`src/design/assert_macros.svh`:
```
// Assertion macros shared by the segment text scroll window modules.
`ifndef ASSERT_MACROS_SVH
`define ASSERT_MACROS_SVH

// Clocked property check, disabled while reset is asserted.
`define STSW_ASSERT(lbl, prop, msg) \
  lbl: assert property (@(posedge clk_i) disable iff (!rst_ni) (prop)) else $error(msg);

// Condition that must never be true.
`define STSW_ASSERT_NEVER(lbl, cond, msg) \
  `STSW_ASSERT(lbl, !(cond), msg)

`endif

```
`src/design/stsw_pkg.sv`:
```
// Package for the segment text scroll window: sizes, codes and shared types.
package stsw_pkg;

  // Sizing
  localparam int BUFFER_DEPTH     = 256;
  localparam int MAX_WINDOW_BYTES = 64;
  localparam int BYTES_PER_CHAR   = 2;
  localparam int MAX_DIGITS       = 32;

  localparam int ADDR_W  = $clog2(BUFFER_DEPTH);
  localparam int LEN_W   = $clog2(BUFFER_DEPTH + 1);
  localparam int CNT_W   = $clog2(LEN_W);
  localparam int WIN_W   = $clog2(MAX_WINDOW_BYTES + 1);
  localparam int CMP_W   = ((LEN_W > WIN_W) ? LEN_W : WIN_W) + 1;
  localparam int IDX_W   = 6;
  localparam int BYTE_W  = 8;
  localparam int TICK_W  = 16;
  localparam int DIGIT_W = 6;
  localparam int OP_W    = 2;

  // Config port
  localparam int PADDR_W   = 5;
  localparam int PDATA_W   = 32;
  localparam int REG_IDX_W = 3;

  // Register reset values
  localparam logic [TICK_W-1:0]  START_DELAY_RST   = TICK_W'(1500);
  localparam logic [TICK_W-1:0]  STEP_INTERVAL_RST = TICK_W'(250);
  localparam logic [TICK_W-1:0]  END_DWELL_RST     = TICK_W'(1500);
  localparam logic [DIGIT_W-1:0] DIGIT_COUNT_RST   = DIGIT_W'(4);

  typedef enum logic [OP_W-1:0] {
    OP_TICK   = 2'd0,
    OP_CLEAR  = 2'd1,
    OP_APPEND = 2'd2,
    OP_COMMIT = 2'd3
  } op_e;

  typedef enum logic [REG_IDX_W-1:0] {
    REG_SCROLL_ENABLE   = 3'd0,
    REG_CONTINUOUS_MODE = 3'd1,
    REG_START_DELAY     = 3'd2,
    REG_STEP_INTERVAL   = 3'd3,
    REG_END_DWELL       = 3'd4,
    REG_DIGIT_COUNT     = 3'd5
  } reg_e;

  typedef enum logic [1:0] {
    ST_IDLE,
    ST_MOD,
    ST_EMIT
  } state_e;

  typedef struct packed {
    logic               scroll_enable;
    logic               continuous_mode;
    logic [TICK_W-1:0]  start_delay;
    logic [TICK_W-1:0]  step_interval;
    logic [TICK_W-1:0]  end_dwell;
    logic [DIGIT_W-1:0] digit_count;
  } cfg_t;

  // Controller to datapath
  typedef struct packed {
    logic accept;
    logic mod_step;
    logic emit_step;
  } cmd_t;

  // Datapath to controller
  typedef struct packed {
    logic need_emit;
    logic need_mod;
    logic mod_last;
    logic emit_last;
  } sts_t;

endpackage

```
`src/design/stsw_ram.sv`:
```
// Generic single write port RAM with registered read.
module stsw_ram #(
  parameter int Width = 8,
  parameter int Depth = 256
) (
  input  logic                     clk_i,
  input  logic                     we_i,
  input  logic [$clog2(Depth)-1:0] waddr_i,
  input  logic [Width-1:0]         wdata_i,
  input  logic                     re_i,
  input  logic [$clog2(Depth)-1:0] raddr_i,
  output logic [Width-1:0]         rdata_o
);

  logic [Width-1:0] mem_q [Depth];
  logic [Width-1:0] rdata_q;

  // Write port
  always_ff @(posedge clk_i) begin
    if (we_i) begin
      mem_q[waddr_i] <= wdata_i;
    end
  end

  // Registered read port
  always_ff @(posedge clk_i) begin
    if (re_i) begin
      rdata_q <= mem_q[raddr_i];
    end
  end

  assign rdata_o = rdata_q;

endmodule

```
`src/design/stsw_regs.sv`:
```
// APB-style configuration registers of the scroll window.
module stsw_regs
  import stsw_pkg::*;
(
  input  logic               clk_i,
  input  logic               rst_ni,
  input  logic               psel_i,
  input  logic               penable_i,
  input  logic               pwrite_i,
  input  logic [PADDR_W-1:0] paddr_i,
  input  logic [PDATA_W-1:0] pwdata_i,
  output logic [PDATA_W-1:0] prdata_o,
  output logic               pready_o,
  output cfg_t               cfg_o
);

  cfg_t                 cfg_q;
  logic                 wr_en;
  logic [REG_IDX_W-1:0] reg_idx;

  assign pready_o = 1'b1;
  assign wr_en    = psel_i & penable_i & pwrite_i & pready_o;
  assign reg_idx  = paddr_i[PADDR_W-1:2];

  // Register writes; addresses past the list are ignored
  always_ff @(posedge clk_i or negedge rst_ni) begin
    if (!rst_ni) begin
      cfg_q.scroll_enable   <= 1'b0;
      cfg_q.continuous_mode <= 1'b0;
      cfg_q.start_delay     <= START_DELAY_RST;
      cfg_q.step_interval   <= STEP_INTERVAL_RST;
      cfg_q.end_dwell       <= END_DWELL_RST;
      cfg_q.digit_count     <= DIGIT_COUNT_RST;
    end else if (wr_en) begin
      unique case (reg_idx)
        REG_SCROLL_ENABLE:   cfg_q.scroll_enable   <= pwdata_i[0];
        REG_CONTINUOUS_MODE: cfg_q.continuous_mode <= pwdata_i[0];
        REG_START_DELAY:     cfg_q.start_delay     <= pwdata_i[TICK_W-1:0];
        REG_STEP_INTERVAL:   cfg_q.step_interval   <= pwdata_i[TICK_W-1:0];
        REG_END_DWELL:       cfg_q.end_dwell       <= pwdata_i[TICK_W-1:0];
        REG_DIGIT_COUNT:     cfg_q.digit_count     <= pwdata_i[DIGIT_W-1:0];
        default: ;
      endcase
    end
  end

  // Read mux
  always_comb begin
    prdata_o = '0;
    unique case (reg_idx)
      REG_SCROLL_ENABLE:   prdata_o = PDATA_W'(cfg_q.scroll_enable);
      REG_CONTINUOUS_MODE: prdata_o = PDATA_W'(cfg_q.continuous_mode);
      REG_START_DELAY:     prdata_o = PDATA_W'(cfg_q.start_delay);
      REG_STEP_INTERVAL:   prdata_o = PDATA_W'(cfg_q.step_interval);
      REG_END_DWELL:       prdata_o = PDATA_W'(cfg_q.end_dwell);
      REG_DIGIT_COUNT:     prdata_o = PDATA_W'(cfg_q.digit_count);
      default:             prdata_o = '0;
    endcase
  end

  assign cfg_o = cfg_q;

endmodule

```
`src/design/stsw_ctrl.sv`:
```
// Controller state machine: request accept, wrap remainder and window emit sequencing.
module stsw_ctrl
  import stsw_pkg::*;
(
  input  logic clk_i,
  input  logic rst_ni,
  input  logic start_i,
  output logic busy_o,
  input  sts_t sts_i,
  output cmd_t cmd_o
);

`include "assert_macros.svh"

  state_e state_q, state_d;

  // State register
  always_ff @(posedge clk_i or negedge rst_ni) begin
    if (!rst_ni) begin
      state_q <= ST_IDLE;
    end else begin
      state_q <= state_d;
    end
  end

  // Next state and commands
  always_comb begin
    state_d = state_q;
    cmd_o   = '0;
    unique case (state_q)
      ST_IDLE: begin
        cmd_o.accept = start_i;
        if (start_i && sts_i.need_emit) begin
          state_d = sts_i.need_mod ? ST_MOD : ST_EMIT;
        end
      end
      ST_MOD: begin
        cmd_o.mod_step = 1'b1;
        if (sts_i.mod_last) begin
          state_d = ST_EMIT;
        end
      end
      ST_EMIT: begin
        cmd_o.emit_step = 1'b1;
        if (sts_i.emit_last) begin
          state_d = ST_IDLE;
        end
      end
      default: state_d = ST_IDLE;
    endcase
  end

  assign busy_o = (state_q != ST_IDLE);

  // A request that shows the window keeps the block busy
  `STSW_ASSERT(a_emit_req_busy, cmd_o.accept && sts_i.need_emit |=> busy_o,
               "window request did not raise busy")
  // The remainder phase always hands over to the emit phase
  `STSW_ASSERT(a_mod_to_emit, state_q == ST_MOD |=> state_q != ST_IDLE,
               "remainder phase returned to idle")

endmodule

```
`src/design/stsw_dp.sv`:
```
// Datapath: text buffer, scroll timing, wrap remainder and window byte output.
module stsw_dp
  import stsw_pkg::*;
(
  input  logic              clk_i,
  input  logic              rst_ni,
  input  cfg_t              cfg_i,
  input  cmd_t              cmd_i,
  output sts_t              sts_o,
  input  logic [OP_W-1:0]   operation_i,
  input  logic [BYTE_W-1:0] data_byte_i,
  output logic              result_valid_o,
  output logic [IDX_W-1:0]  byte_index_o,
  output logic [BYTE_W-1:0] segment_byte_o,
  output logic              last_byte_o
);

`include "assert_macros.svh"

  // Architectural state
  logic [LEN_W-1:0]  len_q, len_d;
  logic [LEN_W-1:0]  prev_len_q, prev_len_d;
  logic [LEN_W-1:0]  offset_q, offset_d;
  logic [TICK_W-1:0] elapsed_q, elapsed_d;

  // Emit and remainder engine
  logic [LEN_W-1:0] pos_q;
  logic [IDX_W-1:0] idx_q;
  logic             ended_q;
  logic [LEN_W-1:0] rem_q;
  logic [CNT_W-1:0] cnt_q;

  // Output stage
  logic              out_valid_q;
  logic [IDX_W-1:0]  out_idx_q;
  logic              out_last_q;
  logic              out_hit_q;
  logic [BYTE_W-1:0] ram_rdata;

  // Window size
  logic [DIGIT_W-1:0] digits;
  logic [DIGIT_W:0]   win2;
  logic [WIN_W-1:0]   win_bytes;

  // Request decode
  op_e               op;
  logic [TICK_W-1:0] el_inc;
  logic              fits;
  logic              at_end;
  logic              tick_emit;
  logic              ram_we;

  // Remainder step
  logic [LEN_W:0]   shifted;
  logic [LEN_W:0]   rem_next;

  // Emit step
  logic             pos_ge;
  logic             end_now;
  logic             hit;
  logic [LEN_W-1:0] pos_eff;

  // Window byte count: clamp digits to 1..MAX_DIGITS, two bytes each, capped
  always_comb begin
    if (cfg_i.digit_count == '0) begin
      digits = DIGIT_W'(1);
    end else if (cfg_i.digit_count > DIGIT_W'(MAX_DIGITS)) begin
      digits = DIGIT_W'(MAX_DIGITS);
    end else begin
      digits = cfg_i.digit_count;
    end
    win2 = (DIGIT_W + 1)'(digits) * (DIGIT_W + 1)'(BYTES_PER_CHAR);
    if (win2 > (DIGIT_W + 1)'(MAX_WINDOW_BYTES)) begin
      win_bytes = WIN_W'(MAX_WINDOW_BYTES);
    end else begin
      win_bytes = WIN_W'(win2);
    end
  end

  // Request handling: tick timing, clear, append, commit
  always_comb begin
    op         = op_e'(operation_i);
    len_d      = len_q;
    prev_len_d = prev_len_q;
    offset_d   = offset_q;
    elapsed_d  = elapsed_q;
    tick_emit  = 1'b0;
    ram_we     = 1'b0;
    el_inc     = (elapsed_q == '1) ? elapsed_q : elapsed_q + 1'b1;
    fits       = CMP_W'(len_q) <= CMP_W'(win_bytes);
    if (cfg_i.continuous_mode) begin
      at_end = offset_q > (len_q - LEN_W'(2));
    end else begin
      at_end = (CMP_W'(offset_q) + CMP_W'(win_bytes)) >= CMP_W'(len_q);
    end

    if (cmd_i.accept) begin
      unique case (op)
        OP_TICK: begin
          elapsed_d = el_inc;
          if (cfg_i.scroll_enable && !fits &&
              !(offset_q == '0 && el_inc < cfg_i.start_delay)) begin
            if (at_end) begin
              if (cfg_i.continuous_mode || el_inc >= cfg_i.end_dwell) begin
                offset_d  = '0;
                elapsed_d = '0;
                tick_emit = 1'b1;
              end
            end else if (el_inc >= cfg_i.step_interval) begin
              offset_d  = offset_q + LEN_W'(BYTES_PER_CHAR);
              elapsed_d = '0;
              tick_emit = 1'b1;
            end
          end
        end
        OP_CLEAR: begin
          len_d = '0;
        end
        OP_APPEND: begin
          if (len_q < LEN_W'(BUFFER_DEPTH)) begin
            ram_we = 1'b1;
            len_d  = len_q + 1'b1;
          end
        end
        OP_COMMIT: begin
          if ((cfg_i.scroll_enable && prev_len_q != len_q && !cfg_i.continuous_mode)
              || fits) begin
            elapsed_d = '0;
            offset_d  = '0;
          end
          prev_len_d = len_q;
        end
        default: ;
      endcase
    end
  end

  // Remainder of offset by length, one quotient bit per cycle
  always_comb begin
    shifted  = {rem_q, offset_q[cnt_q]};
    rem_next = (shifted >= {1'b0, len_q}) ? shifted - {1'b0, len_q} : shifted;
  end

  // Window position: padding past the end, or wrap back to the start
  always_comb begin
    pos_ge  = pos_q >= len_q;
    end_now = !ended_q && pos_ge && (!cfg_i.continuous_mode || len_q == '0);
    hit     = !ended_q && !end_now;
    pos_eff = pos_ge ? '0 : pos_q;
  end

  // Status to controller
  always_comb begin
    sts_o.need_emit = (op == OP_COMMIT) || tick_emit;
    sts_o.need_mod  = cfg_i.continuous_mode && (len_q != '0);
    sts_o.mod_last  = (cnt_q == '0);
    sts_o.emit_last = (WIN_W'(idx_q) == win_bytes - 1'b1);
  end

  // State registers
  always_ff @(posedge clk_i or negedge rst_ni) begin
    if (!rst_ni) begin
      len_q       <= '0;
      prev_len_q  <= '0;
      offset_q    <= '0;
      elapsed_q   <= '0;
      out_valid_q <= 1'b0;
    end else begin
      len_q       <= len_d;
      prev_len_q  <= prev_len_d;
      offset_q    <= offset_d;
      elapsed_q   <= elapsed_d;
      out_valid_q <= cmd_i.emit_step;
    end
  end

  // Emit engine and output stage
  always_ff @(posedge clk_i) begin
    if (cmd_i.accept) begin
      pos_q   <= offset_d;
      idx_q   <= '0;
      ended_q <= 1'b0;
      rem_q   <= '0;
      cnt_q   <= CNT_W'(LEN_W - 1);
    end else if (cmd_i.mod_step) begin
      rem_q <= rem_next[LEN_W-1:0];
      cnt_q <= cnt_q - 1'b1;
      if (sts_o.mod_last) begin
        pos_q <= rem_next[LEN_W-1:0];
      end
    end else if (cmd_i.emit_step) begin
      pos_q   <= pos_eff + 1'b1;
      idx_q   <= idx_q + 1'b1;
      ended_q <= ended_q | end_now;
    end
    if (cmd_i.emit_step) begin
      out_idx_q  <= idx_q;
      out_last_q <= sts_o.emit_last;
      out_hit_q  <= hit;
    end
  end

  // Text buffer
  stsw_ram #(
    .Width (BYTE_W),
    .Depth (BUFFER_DEPTH)
  ) u_text_ram (
    .clk_i   (clk_i),
    .we_i    (ram_we),
    .waddr_i (len_q[ADDR_W-1:0]),
    .wdata_i (data_byte_i),
    .re_i    (cmd_i.emit_step),
    .raddr_i (pos_eff[ADDR_W-1:0]),
    .rdata_o (ram_rdata)
  );

  assign result_valid_o = out_valid_q;
  assign byte_index_o   = out_idx_q;
  assign last_byte_o    = out_last_q;
  assign segment_byte_o = out_hit_q ? ram_rdata : '0;

  // Window bytes come out back to back, in index order
  `STSW_ASSERT(a_window_contig,
               out_valid_q && !out_last_q |=> out_valid_q &&
               out_idx_q == IDX_W'($past(out_idx_q) + 1'b1),
               "window bytes not contiguous")
  `STSW_ASSERT(a_window_start,
               out_valid_q && out_idx_q != '0 |-> $past(out_valid_q),
               "window started at nonzero index")
  `STSW_ASSERT_NEVER(a_len_bound, len_q > LEN_W'(BUFFER_DEPTH),
                     "text length past buffer depth")

endmodule

```
`src/design/segment_text_scroll_window.sv`:
```
// Top level of the segment text scroll window.
// Clear, append and ticks that do not step leave busy low.
// Commit or scroll step: busy while the W = 2 x digits (max 64) window bytes are emitted, after a serial
// offset-by-length remainder that runs first in continuous mode with non-empty text. Bytes come one per
// cycle via the single RAM read port, through the registered RAM read and the output stage.
// Reset is asynchronous: length, offset, ticks and registers clear; buffer content is kept.
module segment_text_scroll_window
  import stsw_pkg::*;
(
  input  logic               clk_i,
  input  logic               rst_ni,
  input  logic               start,
  output logic               busy,
  input  logic [OP_W-1:0]    operation_i,
  input  logic [BYTE_W-1:0]  data_byte_i,
  output logic               result_valid_o,
  output logic [IDX_W-1:0]   byte_index_o,
  output logic [BYTE_W-1:0]  segment_byte_o,
  output logic               last_byte_o,
  input  logic               psel,
  input  logic               penable,
  input  logic               pwrite,
  input  logic [PADDR_W-1:0] paddr,
  input  logic [PDATA_W-1:0] pwdata,
  output logic [PDATA_W-1:0] prdata,
  output logic               pready
);

  cfg_t cfg;
  cmd_t cmd;
  sts_t sts;

  // Configuration registers
  stsw_regs u_regs (
    .clk_i     (clk_i),
    .rst_ni    (rst_ni),
    .psel_i    (psel),
    .penable_i (penable),
    .pwrite_i  (pwrite),
    .paddr_i   (paddr),
    .pwdata_i  (pwdata),
    .prdata_o  (prdata),
    .pready_o  (pready),
    .cfg_o     (cfg)
  );

  // Sequencing
  stsw_ctrl u_ctrl (
    .clk_i   (clk_i),
    .rst_ni  (rst_ni),
    .start_i (start),
    .busy_o  (busy),
    .sts_i   (sts),
    .cmd_o   (cmd)
  );

  // Buffer and window datapath
  stsw_dp u_dp (
    .clk_i          (clk_i),
    .rst_ni         (rst_ni),
    .cfg_i          (cfg),
    .cmd_i          (cmd),
    .sts_o          (sts),
    .operation_i    (operation_i),
    .data_byte_i    (data_byte_i),
    .result_valid_o (result_valid_o),
    .byte_index_o   (byte_index_o),
    .segment_byte_o (segment_byte_o),
    .last_byte_o    (last_byte_o)
  );

endmodule

```
`config.mk`:
```
export PLATFORM = sky130hd
export DESIGN_NAME = segment_text_scroll_window
export DESIGN_NICKNAME = d
export VERILOG_FILES = /design/src/design/stsw_pkg.sv /design/src/design/stsw_ram.sv /design/src/design/stsw_regs.sv /design/src/design/stsw_ctrl.sv /design/src/design/stsw_dp.sv /design/src/design/segment_text_scroll_window.sv
export VERILOG_INCLUDE_DIRS = /design/src /design/src/design
export SDC_FILE = /design/constraint.sdc
export NUM_CORES = 2
export LEC_CHECK = 0
export ABC_CLOCK_PERIOD_IN_PS = 4200
export BUFFER_PORTS_ARGS = -buffer_cell sky130_fd_sc_hd__buf_4
export CAP_MARGIN = 20
export CORE_ASPECT_RATIO = 1.2
export CORE_MARGIN = 2
export CORE_UTILIZATION = 57
export CTS_BUF_LIST = sky130_fd_sc_hd__clkbuf_4 sky130_fd_sc_hd__clkbuf_8 sky130_fd_sc_hd__clkbuf_16
export CTS_CLUSTER_DIAMETER = 40
export CTS_CLUSTER_SIZE = 8
export DETAILED_ROUTE_END_ITERATION = 12
export PLACE_DENSITY = 0.79
export REMOVE_ABC_BUFFERS = 1
export SYNTH_ARGS = -nofsm -noshare
export SYNTH_HDL_FRONTEND = slang
export SYNTH_HIERARCHICAL = 1
export SYNTH_SLANG_ARGS = --single-unit
```
`constraint.sdc`:
```
create_clock -name clk_i -period 4.2 [get_ports clk_i]
set_clock_uncertainty 0.15 [all_clocks]
set_input_delay 0.84 -clock clk_i [delete_from_list [all_inputs] [get_ports clk_i]]
set_output_delay 0.84 -clock clk_i [all_outputs]
set_load 0.02 [all_outputs]
```
==> out/metrics.cfg <==
[run_status]
outcome = finished, violations left
violations = negative setup slack

[yosys]
synth-compound-area-share = 0.04736
synth_top_family_by_area = multiplexers
synth_area_um2 = 89930
netlist_instances = 4812
ys.flop_type = edfxtp_1
synthXorXnorAreaFrac = 0.006247
synth_edf_count = 2073
ys_warn_count = 6
postSynthAreaPerCell_um2 = 18.69
synthAdderAreaFrac = 0.01547
synth_cell_type_count = 99
synthArstFlopShare = 0.04647
synth_seq_cells = 2195
muxShareOfSynthArea = 0.1407
yosysSeqAreaShare = 0.7253
yosys.area_share.simple = 0.04138

[worst_setup_path]
critPathKind = reg -> reg
cp_data_required_time_ns = 4.81
cp.arrival_ns = 5.47
cp-start-kind = register
crit_path_end_kind = register
cp_max_fo = 16

[timing]
worstMarginPinSlew_ns = 1.244
final-setup-viol-count = 43
fmaxAchievable_ghz = 0.2055
whs_ns = 0.05475
setup_slack_ns = -0.6658
period_share = 1.159
min_period_ns = 4.866
drv_slew = 0
max_slew_margin = 0.1686
rsz0062_at_grt = true
hold_viol_final = 0

[cells_and_area]
fill_cells = 8748
multi_input_area_um2 = 24130
register_area_um2 = 65230
final_area_um2 = 108400
fin_cells = 7768
syn2layout_area_growth_pct = 20.53
drive_gt1_frac = 0.3337
finish.net_count = 5758

[grt]
grt_use_total = 0.3393
grt_max_degree = 130
grt_pass1_wl_um = 394000
antenna_found_initial = 11
grt_pass1_vias = 56130
grt_overflow = 0

[clocking]
cts_max_level = 5
cts_max_path_buffers = 4
cts.clk_slew.worst_paths_ns = 0.05
cts_tree = done
cts_inserted_buffers = 334
insertion_delay_ns = 0.92
cts.sinks = 2195
root_buffer = clkbuf_16

[floorplanning]
dieArea_um2 = 161000
die_w_um = 366.6
die_h_um = 439.1
placementRows = 159
coreArea_um2 = 156600
io_pins = 103
start_util = 0.5744

[drt]
wire_per_inst_um = 37.12
ant_nets = 0
wirelength_um = 288300
vias_per_cell = 7.271
vias = 56480
drc_errors = 0
drt_iter0_markers = 9673
drt-pass1-iter-count = 10

[power]
p_per_area_nw_per_um2 = 784.0
p_switching_uw = 29650
p_comb_frac = 0.425
power.clock.fraction = 0.282
power_frac_seq = 0.293
power_leakage_uw = 0.03609
irDropWorstVdd_uv = 580.1
swShare = 0.3489
p_int_uw = 55330

[min_path]
hold_path.class = in -> reg

[placed_design]
place_area_um2 = 96320
placed_cells = 7229
place.port_buffers = 67
dp_hpwl_um = 146800
gp_congestion = 0.9628

[run]
cap_violations = 0

[flip-flops by register name, summed over array words and instances (netlist names), 2 cells and up]
signal,flops
u_ctrl/state_q,2
u_dp/elapsed_q,16
u_dp/prev_len_q,9
u_regs/cfg_o,56
u_dp/u_text_ram/rdata_o,8
u_dp/idx_q,6
u_dp/u_text_ram/mem_q,2048
u_dp/len_q,9
u_dp/offset_q,9
u_dp/byte_index_o,6
u_dp/cnt_q,4
u_dp/rem_q,9
u_dp/pos_q,9
[metrics by stage]
step                power [uW]  worst slack, ns    util  setup TNS [ns]
global route             86220          -0.6802  0.6921          -18.70
finish                   84980          -0.6658  0.6923          -13.02
global placement         53220          -0.9053  0.6152          -25.55
CTS                      80790          -0.3444  0.6853          -7.404
detailed placement       53820          -0.8573  0.6152          -24.44
floorplan                34870           -24.53       -         -715.72
[worst max-delay path: stages (launching register included)]
cell,delay [ns]
dfrtp_1,0.41
inv_2,0.12
ha_4,0.22
buf_6,0.12
a2111oi_4,0.33
o21ai_1,0.14
a21oi_2,0.19
buf_6,0.16
and2_4,0.24
buf_4,0.33
buf_4,0.28
and2_1,0.24
buf_12,0.20
a22oi_1,0.13
a21oi_1,0.85
nor4_2,0.10
buf_4,0.20
nor4_2,0.26
[logic make-up (layout without fill, tap and decap cells)]
kind of cell | Yosys count | after routing
buffers and inverters | 380 | 1215
xor gates and xnor gates | 62 | 62
other | 2 | 29
AOI/OAI and AO/OA | 610 | 610
and+or+nand+nor | 774 | 775
muxes | 679 | 679
adders and majority gates | 110 | 110
DFF | 2195 | 2195
[placed cells by master (no fill, tap or decap), drive strengths merged, types with 81 or more instances in the layout]
| cell | synthesis | routed |
|---|---|---|
| nor2 | 347 | 348 |
| buf | 155 | 689 |
| inv | 92 | 98 |
| ha | 108 | 108 |
| clkbuf | 128 | 385 |
| mux2i | 160 | 160 |
| edfxtp | 2073 | 2073 |
| a21oi | 139 | 139 |
| dfrtp | 81 | 81 |
| a22oi | 137 | 137 |
| nand2 | 112 | 112 |
| mux4 | 458 | 458 |
[worst paths after layout]
check	start	to	slack, ns	cells after the start
max in group asynchronous	rst_ni	u_regs/cfg_o[45]	2.55	3
setup reg to reg	u_dp/len_q[6]	u_dp/u_text_ram/rdata_o[7]	-0.67	17
min in group asynchronous	rst_ni	u_regs/cfg_o[35]	0.46	2
hold reg to reg	u_dp/rem_q[8]	u_dp/rem_q[8]	0.34	2
hold / removal	pwdata[1]	u_regs/cfg_o[7]	0.05	2
setup / recovery	u_dp/len_q[6]	u_dp/u_text_ram/rdata_o[7]	-0.67	17
[cells in the mapped netlist (19+ instances only)]
cell type	count	area [um^2]
mux2_2	51	574.3
a22o_1	19	166.4
o221ai_1	48	420.4
buf_4	47	352.8
buf_2	37	185.2
o22ai_1	37	231.5
dfstp_2	21	551.8
dfrtp_1	81	2027
a21oi_1	139	695.7
dfxtp_1	20	400.4
nand3_1	58	290.3
a22oi_1	137	1028
nor2_1	344	1291
inv_1	92	345.3
a211oi_1	32	240.2
o21ai_0	61	305.3
mux4_2	456	10270
nor2b_1	42	262.8
mux2i_1	160	1602
nand2_1	112	420.4
nand4_1	32	200.2
buf_1	26	97.59
xor2_1	25	219.0
clkbuf_1	128	480.5
edfxtp_1	2073	62250
xnor2_1	36	315.3
buf_6	23	259.0
and2_1	27	168.9
ha_1	108	1351
nor4_1	33	206.5
nor3_1	42	210.2
[power by group through the flow]
stage                     combinational, uW  sequential (uW)  clock [uW]
after detailed placement              28600            25300           0
after global placement                28000            25200           0
final                                 36100            24900       24000
after CTS                             32200            24900       23700
after floorplan                        9560            25300           0
after global routing                  36500            24900       24800
[timing repair]
action / CTS / global route
buffers inserted: 63 / 42
hold endpoints to repair: 83 / 0
setup endpoints to repair: 44 / 44
gates resized for setup: 226 / 138
hold buffers: 13 / 0
cloned: 9 / 1
pin swaps: 96 / 60
[cell type report]
cell class	count	area share
flip-flops and latches	2195	0.6018
multi-input cells	2253	0.2226
clock buffers	376	0.08029
repair buffers	714	0.06496
well taps	2093	0.02416
inverters	97	0.003382
clock inverters	28	0.002493
diodes	12	0.0002770
[layer usage]
metal,global-route usage,vias to the layer above,part of all wire
li1,-,21070,-
met1,0.4050,27860,0.30
met2,0.5443,5969,0.47
met3,0.09256,1573,0.13
met4,0.2283,8,0.090
met5,0,-,0.00033
No activity file was read; power rests on OpenSTA's default activity.
